<file path="src/rtl/dcs_pkg.sv">
`default_nettype none
//------------------------------------------------------------------------------
// dcs_pkg
// Shared types and constants for the difference constraint solver.
//------------------------------------------------------------------------------
package dcs_pkg;

   localparam int DefaultMaxVars  = 32;
   localparam int DefaultMaxEdges = 256;
   localparam int VarWidth        = 6;
   localparam int BoundWidth      = 16;
   localparam int ValueWidth      = 32;

   typedef enum logic [3:0] {
      ST_LOAD,
      ST_INIT,
      ST_POP,
      ST_HEAD,
      ST_EDGE_RD,
      ST_EDGE_WAIT,
      ST_RELAX,
      ST_OUT_RD,
      ST_OUT,
      ST_FAIL,
      ST_CLEAR
   } state_type;

   // Commands from the controller to the datapath.
   typedef struct packed {
      logic load_edge;    // store the incoming edge
      logic init_step;    // initialize one variable (index = sweep counter)
      logic init_start;   // reset sweep counter
      logic pop;          // pop the ring head into u
      logic head_rd;      // fetch list head of u
      logic edge_rd;      // read the current edge
      logic relax_rd;     // read distance and flags of the edge target
      logic relax;        // apply relaxation for the current edge
      logic out_rd;       // read distance of the sweep counter variable
      logic out_valid;    // present a result beat
      logic out_fail;     // present the infeasible beat
      logic out_hold;     // result register is stalled
      logic clear_step;   // clear one list head
   } cmd_type;

   // Status from the datapath to the controller.
   typedef struct packed {
      logic ring_empty;
      logic u_valid;      // popped entry is a real variable
      logic edge_valid;   // current link points at an edge
      logic fail;         // enqueue count exceeded
      logic sweep_done;   // sweep counter at the last variable in use
      logic clear_done;   // sweep counter at the last list head
   } status_type;

endpackage : dcs_pkg
`default_nettype wire

</file>
<file path="src/rtl/dcs_ctrl.sv">
`default_nettype none
//------------------------------------------------------------------------------
// dcs_ctrl
// Sequencer for edge loading, the relaxation loop and result output.
//------------------------------------------------------------------------------
module dcs_ctrl (
   input  wire logic                  clock,
   input  wire logic                  reset,
   input  wire logic                  req_valid,
   output      logic                  req_stall,
   input  wire logic                  req_last_edge,
   output      logic                  rsp_valid,
   input  wire logic                  rsp_stall,
   output      dcs_pkg::cmd_type      cmd,
   input  wire dcs_pkg::status_type   status
);
   import dcs_pkg::*;

   state_type state_ff, state_in;

   always_ff @(posedge clock) begin
      if (reset) begin
         state_ff <= ST_LOAD;
      end else begin
         state_ff <= state_in;
      end
   end

   always_comb begin
      state_in  = state_ff;
      cmd       = '0;
      req_stall = 1'b1;
      rsp_valid = 1'b0;
      cmd.out_hold = rsp_stall;
      case (state_ff)
         ST_LOAD: begin
            req_stall = 1'b0;
            if (req_valid) begin
               cmd.load_edge = 1'b1;
               if (req_last_edge) begin
                  cmd.init_start = 1'b1;
                  state_in = ST_INIT;
               end
            end
         end
         ST_INIT: begin
            cmd.init_step = 1'b1;
            if (status.sweep_done) begin
               state_in = ST_POP;
            end
         end
         ST_POP: begin
            // Ring head read is registered, so the pop takes u from the registered head.
            if (status.fail) begin
               state_in = ST_FAIL;
            end else if (status.ring_empty) begin
               cmd.init_start = 1'b1;
               state_in = ST_OUT_RD;
            end else begin
               cmd.pop  = 1'b1;
               state_in = ST_HEAD;
            end
         end
         ST_HEAD: begin
            cmd.head_rd = 1'b1;
            state_in = status.u_valid ? ST_EDGE_RD : ST_POP;
         end
         ST_EDGE_RD: begin
            if (status.fail) begin
               state_in = ST_FAIL;
            end else if (status.edge_valid) begin
               cmd.edge_rd = 1'b1;
               state_in = ST_EDGE_WAIT;
            end else begin
               state_in = ST_POP;
            end
         end
         ST_EDGE_WAIT: begin
            cmd.relax_rd = 1'b1;
            state_in = ST_RELAX;
         end
         ST_RELAX: begin
            cmd.relax = 1'b1;
            state_in = ST_EDGE_RD;
         end
         ST_OUT_RD: begin
            cmd.out_rd = 1'b1;
            state_in = ST_OUT;
         end
         ST_OUT: begin
            rsp_valid     = 1'b1;
            cmd.out_valid = 1'b1;
            if (!rsp_stall) begin
               if (status.sweep_done) begin
                  state_in = ST_CLEAR;
               end else begin
                  state_in = ST_OUT_RD;
               end
            end
         end
         ST_FAIL: begin
            rsp_valid    = 1'b1;
            cmd.out_fail = 1'b1;
            if (!rsp_stall) begin
               state_in = ST_CLEAR;
            end
         end
         ST_CLEAR: begin
            cmd.clear_step = 1'b1;
            if (status.clear_done) begin
               state_in = ST_LOAD;
            end
         end
         default: begin
            state_in = ST_LOAD;
         end
      endcase
   end

`ifndef NO_ASSERTIONS
   a_stall_busy: assert property (@(posedge clock) disable iff (reset)
      (state_ff != ST_LOAD) |-> req_stall)
      else $error("input taken outside load state");
   a_rsp_states: assert property (@(posedge clock) disable iff (reset)
      rsp_valid |-> (state_ff == ST_OUT || state_ff == ST_FAIL))
      else $error("result beat outside output states");
   a_fail_path: assert property (@(posedge clock) disable iff (reset)
      (state_ff == ST_FAIL) |-> status.fail)
      else $error("infeasible beat without detection");
`endif

endmodule : dcs_ctrl
`default_nettype wire

</file>
<file path="config.mk">
export PLATFORM = sky130hd
export DESIGN_NAME = dcs_ctrl
export DESIGN_NICKNAME = d
export VERILOG_FILES = /design/src/rtl/dcs_pkg.sv /design/src/rtl/dcs_ctrl.sv
export SDC_FILE = /design/constraint.sdc
export NUM_CORES = 1
export LEC_CHECK = 0
export BUFFER_PORTS_ARGS = -buffer_cell sky130_fd_sc_hd__buf_2
export CORE_AREA = 4 4 41 43
export CTS_CLUSTER_SIZE = 24
export DETAILED_ROUTE_END_ITERATION = 6
export DIE_AREA = 0 0 45 47
export GPL_TIMING_DRIVEN = 0
export PLACE_DENSITY = 0.73
export SLEW_MARGIN = 20
export SYNTH_ARGS = -nofsm -noshare
export SYNTH_HDL_FRONTEND = slang
export SYNTH_SLANG_ARGS = --single-unit
export TNS_END_PERCENT = 10
</file>
<file path="constraint.sdc">
create_clock -name clock -period 4.6 [get_ports clock]
set_clock_uncertainty 0.2 [all_clocks]
set_input_delay 0.69 -clock clock [delete_from_list [all_inputs] [get_ports clock]]
set_output_delay 0.69 -clock clock [all_outputs]
set_load 0.02 [all_outputs]
</file>
======== Word level (Yosys, flattened, before mapping) ========
Cells that the tools add are included.
storage, ports and cells
  register bits after elaboration ......... 4
  input bits .............................. 11
  word-level logic and storage cells ...... 55
operators by class
  eq/ne operators ......................... 16
  multiplexer cells ....................... 35
  reduce and logical (&&, ||, !) cells .... 3
operator list
  cell                                            count
  case mux 4 bit (11 select lines)                1
  two-way mux 4 bit                               9
  two-way mux 1 bit                               20
  == test 4 x 3 -> 1 bit (second input constant)  4
  == test 4 bit (second input constant)           3
  inequality test 2 bit (second input constant)   6
  two-way mux 3 bit                               3
  == test 4 x 2 -> 1 bit (second input constant)  2
  AND reduction 6 bit                             1
  == test 4 x 1 -> 1 bit (second input constant)  1
  logical NOT 4 bit                               1
  two-way mux 2 bit                               1
  case mux 1 bit (2 select lines)                 1
  OR reduction 2 bit                              1

======== Longest topological paths before layout ========
Gate-level depths: netlist (run 1).
  depth after elaboration ................. 3
  depth in mapped cells ................... 5
  gate-level depth less buffers ........... 4

======== Least setup slack after synthesis (run 1) ========
Ideal clock, no wire load.
  path type ............................... register -> output
  start ................................... register state_ff[0]
  end ..................................... output cmd[10] in the netlist's numbering
  data arrival time ....................... 1.560 ns
  path slack .............................. 2.150 ns
  stages on the path, launching flop included .. 4
  cells stage by stage .................... dfxtp_1 > or4_4 > nor2_1 > a22o_1
RTL lines
  element                 line            source
  from (decl)             dcs_ctrl.sv:19  state_type state_ff, state_in;
  from (signal assigned)  dcs_ctrl.sv:25  state_ff <= state_in;
  to (decl)               dcs_ctrl.sv:14  output dcs_pkg::cmd_type cmd,

==> impl_metrics.tcl, run 1 <==
set metrics [dict create \
    core_area_mm2 0.00130 \
    slew_viol_final 0 \
    die_x_um 45 \
    synth_area_leaders "dfxtp_1 (18%), nand2b_1 (9.8%), nor2_1 (6.7%)" \
    fin_crit_sh_pct 54.6 \
    p_leak_uw 0.000273 \
    wl_per_cell_um 12.3 \
    hold_violations 0 \
    synth-compound-area-share_pct 33.0 \
    worstHoldPathType "in2reg" \
    post_cts_buffers 0 \
    max-vdd-ir-drop_mv 0.222 \
    clock_latency_ps 230 \
    grt-ovfl-total 0 \
    worst_pin_slew_ps 429 \
    fin_util_pct 47.2 \
    arrival_ps 1620 \
    ys_warn_count 0 \
    top_register "state_ff" \
    yosys.area_share.simple_pct 39.1 \
    ys_ff_latch 4 \
    drc 0 \
    whs_ps 568 \
    final_common_cell "buf_2" \
    cts_max_path_buffers 2 \
    fmax_ghz 0.398 \
    vias 582 \
    cts_sinks 4 \
    async_reset_ff_share_pct 0 \
    cts.clk_slew.worst_paths_ps 40 \
    tritoncts "built" \
    postRouteAntennaNets 0 \
    insertedDiodeCount 0 \
    yosysUniqueCellTypes 33 \
    synth_top_area_share_pct 17.9 \
    gp_congestion 0.802 \
    ctsResizeCount 0 \
    rsz0062_at_grt "no" \
    io_buffers 25 \
    setup_viol 0 \
    die_h_um 47 \
    antenna_found_initial 0 \
    fin_nets 105 \
    initial_core_util_pct 34.4 \
    viasPerCell 5.44 \
    final_layout_size_suffix_gt1_share_pct 35.9 \
    wirelength_um 1320 \
    grt_use_total_pct 14.3 \
    largest_reg_flops 4 \
    power_density_mw_per_mm2 449 \
    drt-met1-wl_um 597 \
    top_layer "met3" \
    grt_pass1_vias 562 \
    synthXorXnorAreaFrac_pct 0 \
    finalPower_uw 276 \
    syn_nets 75 \
    row_count 13 \
    final.setup.tns_ps 0 \
    status "complete, no violations" \
    synthMuxAreaShare_pct 2.23 \
    top_regs "state_ff x4" \
    place_hpwl_um 1070 \
    synth_ff_type "dfxtp_1" \
    drv_cap 0 \
    synthAdderAreaFrac_pct 0 \
    fp.dieArea_mm2 0.00212 \
    worst-setup-path-type "reg2out" \
    netlist_instances 64 \
    synth_area_per_cell_um2 7.00 \
    grt_first_pass_wirelength_um 2260 \
    critPathRequiredTime_ps 3710 \
    critPathMaxFanout 10 \
    synth-seq-area-share_pct 17.9 \
    period_needed_ps 2510 \
    worstSetupStartpointType "flop" \
    synth_edf_count 0 \
    syn-cell-area_um2 448 \
    end_kind "primary output" \
    synth_top_area_cell "dfxtp_1" \
    numCtsBuffers 3 \
    met3_length_um 93 \
    synth_top_family_by_area "simple AND/OR/NAND/NOR gates" \
    pin_count 26 \
    grt_max_degree 11 \
    dr.pass1.iters 4 \
    max_slew_margin_pct 71.1 \
    r2r_slack_ps 2850 \
    clockRootBuffer "clkbuf_4" \
    drt_iter0_markers 17 \
    syn2layout_area_growth_pct 37.2 \
    final_cell_mix "buf_2 (26), nor2_1 (8), nand2b_1 (7)" \
    cts_hold_buf 0 \
    htreeDepth 1 \
    routed-wl-met2_um 626 \
]
-- Yosys cell counts (2+ instances only) --
master	number
o21ai_0	2
dfxtp_1	4
nand2b_1	7
nand2_1	3
nor3_1	3
a21oi_1	3
a221oi_1	2
nor2_1	8
o2bb2ai_1	2
clkbuf_1	3
inv_1	3
o21bai_1	2
nor4_1	2
-- stage by stage --
stage	instance area, um2	setup slack (ps)	std cells
after CTS	614	2080	107
after floorplan	448	2150	64
final	614	2090	107
after global placement	592	2190	104
after global routing	614	1940	107
after detailed placement	592	2150	104
-- per-layer routing --
metal	up-vias	global-route usage, %
li1	297	-
met1	266	17.5
met2	19	24.3
met3	0	2.30
met4	0	7.02
met5	-	0
-- worst max-delay path, cell delays in order, from the launching register on --
cell,delay (ps)
dfxtp_1,340
clkbuf_1,220
nor4_1,470
a22o_1,200
buf_2,150
-- final timing paths --
kind,start,cells past startpoint,end
worst max-delay path,state_ff[2],4,cmd[10]
worst min-delay path,reset,3,state_ff[0]
worst max register to register,state_ff[1],4,state_ff[1]
worst min register to register,state_ff[3],4,state_ff[0]
-- layout make-up --
| cell class | instances | area (um2) |
|---|---|---|
| buffer | 5 | 23.8 |
| clock buffer | 3 | 22.5 |
| fill | 151 | 687 |
| inverter | 3 | 11.3 |
| multi-input combinational | 52 | 333 |
| sequential | 4 | 80.1 |
| tap | 15 | 18.8 |
| timing repair buffer | 25 | 125 |
-- logic make-up (layout without fill, tap and decap cells) --
family / after synthesis / after routing
and+or+nand+nor: 31 / 31
muxes: 1 / 1
AOI/OAI and AO/OA: 20 / 20
buffers and inverters: 8 / 36
DFF: 4 / 4
-- power breakdown --
part	total [uW]	internal [uW]	leakage, uW	switching, uW
logic	178	74.3	0.000226	104
clock network	41.1	29.0	0.0000138	12.1
registers	56.4	43.7	0.0000326	12.7
total	276	147	0.000273	129
Note: power is estimated with default switching activity, not from simulation.
==> run 2: changes to the inputs <==
--- a/config.mk
+++ b/config.mk
@@ -5,13 +5,14 @@
 export SDC_FILE = /design/constraint.sdc
 export NUM_CORES = 1
 export LEC_CHECK = 0
+export ABC_AREA = 1
 export BUFFER_PORTS_ARGS = -buffer_cell sky130_fd_sc_hd__buf_2
 export CORE_AREA = 4 4 41 43
 export CTS_CLUSTER_SIZE = 24
 export DETAILED_ROUTE_END_ITERATION = 6
 export DIE_AREA = 0 0 45 47
 export GPL_TIMING_DRIVEN = 0
-export PLACE_DENSITY = 0.73
+export PLACE_DENSITY = 0.77
 export SLEW_MARGIN = 20
 export SYNTH_ARGS = -nofsm -noshare
 export SYNTH_HDL_FRONTEND = slang
==> constraint.sdc (replaced) <==
create_clock -name clock -period 2.54 [get_ports clock]
set_clock_uncertainty 0.2 [all_clocks]
set_input_delay 0.381 -clock clock [delete_from_list [all_inputs] [get_ports clock]]
set_output_delay 0.381 -clock clock [all_outputs]
set_load 0.02 [all_outputs]
==> run 2 against run 1 <==
Effect of this change:
- via count is 11% higher
- final area increased by 7.5%
- highest routed layer unchanged
- clock-buffer cell count is the same
- sequential power is 65% higher
- largest cell class unchanged
- combinational power is 10% higher
- synthesized cell count is 41% higher
==> impl_metrics.tcl, run 2 <==
set metrics [dict create \
    async_reset_ff_share_pct 0 \
    hold_end "state_ff[3]" \
    initial_core_util_pct 38.0 \
    cts.clk_slew.worst_paths_ps 40 \
    synth_area_per_cell_um2 5.49 \
    fin_crit_sh_pct 77.2 \
    clockRootBuffer "clkbuf_4" \
    drt_iter0_markers 28 \
    final_cell_mix "nand2_1 (30), buf_2 (25), inv_1 (11)" \
    die_h_um 47 \
    final.setup.tns_ps 0 \
    drv_cap 0 \
    post_cts_buffers 0 \
    ctsResizeCount 0 \
    drc 0 \
    syn-cell-area_um2 494 \
    wl_per_cell_um 9.92 \
    tritoncts "built" \
    yosysMostFrequentCell "nand2_1" \
    arrival_ps 1380 \
    fp.dieArea_mm2 0.00212 \
    core_area_mm2 0.00130 \
    synth_ff_type "dfxtp_1" \
    synth_top_area_share_pct 22.8 \
    grt_max_degree 10 \
    hp-start "reset" \
    max-vdd-ir-drop_mv 0.293 \
    synth-seq-area-share_pct 16.2 \
    viasPerCell 4.86 \
    io_buffers 25 \
    top_register "state_ff" \
    postRouteAntennaNets 0 \
    numCtsBuffers 3 \
    worst_pin_slew_ps 340 \
    cts_sinks 4 \
    end_kind "primary output" \
    vias 647 \
    ys_warn_count 0 \
    row_count 13 \
    grt_first_pass_wirelength_um 2200 \
    rsz0062_at_grt "no" \
    antenna_found_initial 0 \
    synth_top_area_cell "nand2_1" \
    cts_hold_buf 0 \
    hold_violations 0 \
    die_x_um 45 \
    grt-ovfl-total 0 \
    netlist_instances 90 \
    finalPower_uw 367 \
    max_slew_margin_pct 77.3 \
    dr.pass1.iters 4 \
    htreeDepth 1 \
    insertedDiodeCount 0 \
    fin_nets 131 \
    fmax_ghz 0.510 \
    ff2ff_path_depth 6 \
    p_leak_uw 0.000441 \
    period_needed_ps 1960 \
    grt_pass1_vias 552 \
    ys_ff_latch 4 \
    final_layout_size_suffix_gt1_share_pct 39.8 \
    worstHoldPathType "in2reg" \
    wirelength_um 1320 \
    pin_count 26 \
    synthTopCellsByCount "nand2_1 (30), inv_1 (11), nor2_1 (8)" \
    cts_max_path_buffers 2 \
    r2r_end "state_ff[0]" \
    syn_nets 101 \
    worst-setup-path-type "reg2out" \
    critPathMaxFanout 7 \
    hold_depth 2 \
    largest_reg_flops 4 \
    r2r_slack_ps 1060 \
    worstSetupStartpointType "flop" \
    top_regs "state_ff x4" \
    setup_viol 0 \
    worstReg2RegStart "state_ff[3]" \
    fill_cells 149 \
    slew_viol_final 0 \
    grt_use_total_pct 13.9 \
    clock_latency_ps 230 \
    cp-startpoint "state_ff[0]" \
    critPathRequiredTime_ps 1960 \
    gp_congestion 0.812 \
    syn2layout_area_growth_pct 33.7 \
    synth_edf_count 0 \
    status "complete, no violations" \
    yosysUniqueCellTypes 18 \
    power_density_mw_per_mm2 556 \
    place_hpwl_um 1080 \
    final_common_cell "nand2_1" \
    synth_area_leaders "nand2_1 (23%), dfxtp_1 (16%), nor2_2 (8.9%)" \
]
## run 2: changes by cell type after synthesis, sizes merged, moves of 2 or more
cell | previous run | this run
nor4 | 2 | 0
nor3 | 3 | 1
nand2b | 7 | 0
inv | 3 | 15
nor2 | 8 | 18
nand3 | 0 | 7
nand2 | 3 | 32
clkbuf | 3 | 0
o21bai | 2 | 0
nand4 | 0 | 3
o2bb2ai | 2 | 0
or4 | 2 | 0
a221oi | 2 | 0
## run 2: area by class of cell
type	instances	area [um2]	area share (%)
Multi-Input combinational cell	70	350	53.0
Timing Repair Buffer	25	125	18.9
Sequential cell	4	80.1	12.1
Inverter	15	56.3	8.52
Clock buffer	3	22.5	3.41
Tap cell	15	18.8	2.84
Buffer	1	7.51	1.14
## run 2: routing by layer
metal | track usage (%) | share of wire [%] | vias to the layer above
met2 | 22.6 | 48 | 27
met1 | 19.0 | 44 | 285
li1 | - | - | 335
met5 | 0 | 0 | -
met4 | 3.51 | 0 | 0
met3 | 2.30 | 8.2 | 0
## run 2: through the flow
| stage | std cells | worst slack (ps) | hold slack, ps | utilization, % | instance area, um2 |
|---|---|---|---|---|---|
| finish | 133 | 579 | 152 | 50.8 | 661 |
| global route | 133 | 459 | 153 | 50.8 | 661 |
| CTS | 133 | 584 | 141 | 50.8 | 661 |
| detailed placement | 130 | 845 | 388 | 49.0 | 638 |
| global placement | 130 | 837 | 386 | 49.0 | 638 |
| floorplan | 90 | 610 | 250 | - | 494 |
## run 2: how the worst max path moves through the flow
| stage | end | slack, ps | depth (start not counted) |
|---|---|---|---|
| global route | cmd[9] | 460 | 5 |
| CTS | cmd[10] | 580 | 4 |
| detailed placement | cmd[10] | 850 | 4 |
| floorplan | cmd[10] | 610 | 3 |
| global placement | cmd[10] | 840 | 4 |
| finish | cmd[10] | 580 | 4 |
## run 2: kinds of logic (layout without fill, tap and decap cells)
family	count (synthesis)	after routing	synth area share [%]
buffers and inverters	16	44	12.9
AND/OR/NAND/NOR	63	63	63.8
AO/OA/AOI/OAI	7	7	7.09
flip-flops	4	4	16.2
## run 2: where the power goes
part / total (uW) / switching [uW] / internal [uW]
Sequential: 92.8 / 20.9 / 71.9
Clock: 78.0 / 25.2 / 52.8
Combinational: 196 / 131 / 65.2
Total: 367 / 177 / 190
## run 2: critical path: stages (launching register included)
cell and delay [ps]:
dfxtp_1 400, nor2_2 280, nand2_1 120, o21ai_0 160, buf_2 180
==> run 3: changes to the inputs <==
==> constraint.sdc (replaced) <==
create_clock -name clock -period 1.9 [get_ports clock]
set_clock_uncertainty 0.2 [all_clocks]
set_input_delay 0.285 -clock clock [delete_from_list [all_inputs] [get_ports clock]]
set_output_delay 0.285 -clock clock [all_outputs]
set_load 0.02 [all_outputs]
==> run 3 against run 2 <==
Effect of this change:
- final area increased by 0.57%
- critical endpoint is now cmd[7]
- total power increased by 34%
- combinational power increased by 34%
- via count unchanged
- highest routed layer unchanged
==> impl_metrics.tcl, run 3 (synthesis gave the netlist of run 2 again) <==
set metrics [dict create \
    status "complete, no violations" \
    syn2layout_area_growth_pct 34.4 \
    fmax_ghz 0.546 \
    rsz0062_at_grt "yes" \
    fill_cells 150 \
    multi_input_area_um2 350 \
    drv_cap 0 \
    io_buffers 25 \
    dpl-instance-area_um2 638 \
    row_count 13 \
    wl_per_cell_um 9.93 \
    insertedDiodeCount 0 \
    place_hpwl_um 1080 \
    die_x_um 45 \
    wirelength_um 1320 \
    p_leak_uw 0.000443 \
    slew_viol_final 0 \
    grt_pass1_vias 552 \
    tritoncts "built" \
    htreeDepth 1 \
    period_needed_ps 1830 \
    hold_end "state_ff[3]" \
    critPathRequiredTime_ps 1410 \
    viasPerCell 4.86 \
    r2r_end "state_ff[3]" \
    pin_count 26 \
    stdcell_area_um2 664 \
    r2r_slack_ps 460 \
    critPathMaxFanout 6 \
    final_common_cell "nand2_1" \
    end_kind "primary output" \
    max_slew_margin_pct 82.7 \
    finalWorstSetupSlack_ps 68.1 \
    final_cell_mix "nand2_1 (30), buf_2 (25), inv_1 (11)" \
    setup_viol 0 \
    worstSetupStartpointType "flop" \
    hold_violations 0 \
    initial_core_util_pct 38.0 \
    drt_iter0_markers 18 \
    postRouteAntennaNets 0 \
    worst_pin_slew_ps 259 \
    worst-setup-path-type "reg2out" \
    fin_util_pct 51.1 \
    arrival_ps 1350 \
    whs_ps 48.1 \
    gp_congestion 0.812 \
    fin_nets 131 \
    numCtsBuffers 3 \
    fin_crit_sh_pct 96.4 \
    grt_use_total_pct 13.9 \
    post_cts_buffers 0 \
    dr.pass1.iters 4 \
    grt_max_degree 10 \
    clock_latency_ps 230 \
    antenna_found_initial 0 \
    cts_sinks 4 \
    drc 0 \
    top_regs "state_ff x4" \
    cts.clk_slew.worst_paths_ps 40 \
    hold_depth 2 \
    worstHoldPathType "in2reg" \
    worstReg2RegStart "state_ff[2]" \
    largest_reg_flops 4 \
    ff2ff_path_depth 8 \
    grt_first_pass_wirelength_um 2200 \
    final_layout_size_suffix_gt1_share_pct 42.4 \
    fp.dieArea_mm2 0.00212 \
    power_density_mw_per_mm2 743 \
    seq_area_um2 83.8 \
    top_register "state_ff" \
    core_area_mm2 0.00130 \
    finalPower_uw 493 \
    pre_cts_ws_ps 301 \
    die_h_um 47 \
    grt-ovfl-total 0 \
    clockRootBuffer "clkbuf_4" \
    vias 647 \
    cts_max_path_buffers 2 \
    max-vdd-ir-drop_mv 0.400 \
    hp-start "reset" \
]
[run 3: cell count changes in the layout (fill, tap and decap cells not counted)]
cell     before  now
dfxtp_2       0    3
dfxtp_1       4    1
[run 3: through the flow]
stage	instances	TNS [ps]
2_1_floorplan	90	0
3_3_place_gp	130	0
3_5_place_dp	130	0
4_1_cts	133	0
5_1_grt	133	-18.4
6_report	133	0
[run 3: final cells by class]
type / count / share of cell area, %
sequential: 4 / 12.6
clock buffer: 3 / 3.39
inverter: 15 / 8.47
multi-input combinational: 70 / 52.7
buffer: 1 / 1.13
timing repair buffer: 25 / 18.8
tap: 15 / 2.82
[run 3: worst max-delay path by stage]
stage,from,endpoint
2_1_floorplan,state_ff[0],cmd[10]
3_3_place_gp,state_ff[0],cmd[10]
3_5_place_dp,state_ff[0],cmd[10]
4_1_cts,state_ff[0],cmd[10]
5_1_grt,state_ff[2],cmd[7]
6_report,state_ff[2],cmd[7]
[run 3: timing repair]
action | CTS | global route
hold buffers | 0 | 0
resized for setup | 0 | 3
endpoints found under the setup margin | 0 | 5
[run 3: worst max-delay path, cell delays in order, from the launching register on]
cell	delay, ps
dfxtp_1	420
inv_2	80
nor2_2	220
nand2_2	110
nor2_4	110
buf_2	170
[run 3: power breakdown]
group	switching, uW	internal (uW)	total [uW]
logic	175	87.5	262
registers	27.3	98.8	126
clock network	34.4	70.6	105
total	236	257	493
[run 3: layer usage]
metal | routed length [um] | vias to the layer above | global-route usage [%]
met3 | 122 | 0 | 2.30
li1 | - | 336 | -
met1 | 558 | 281 | 19.0
met5 | 0 | - | 0
met2 | 640 | 30 | 22.6
met4 | 0 | 0 | 3.51
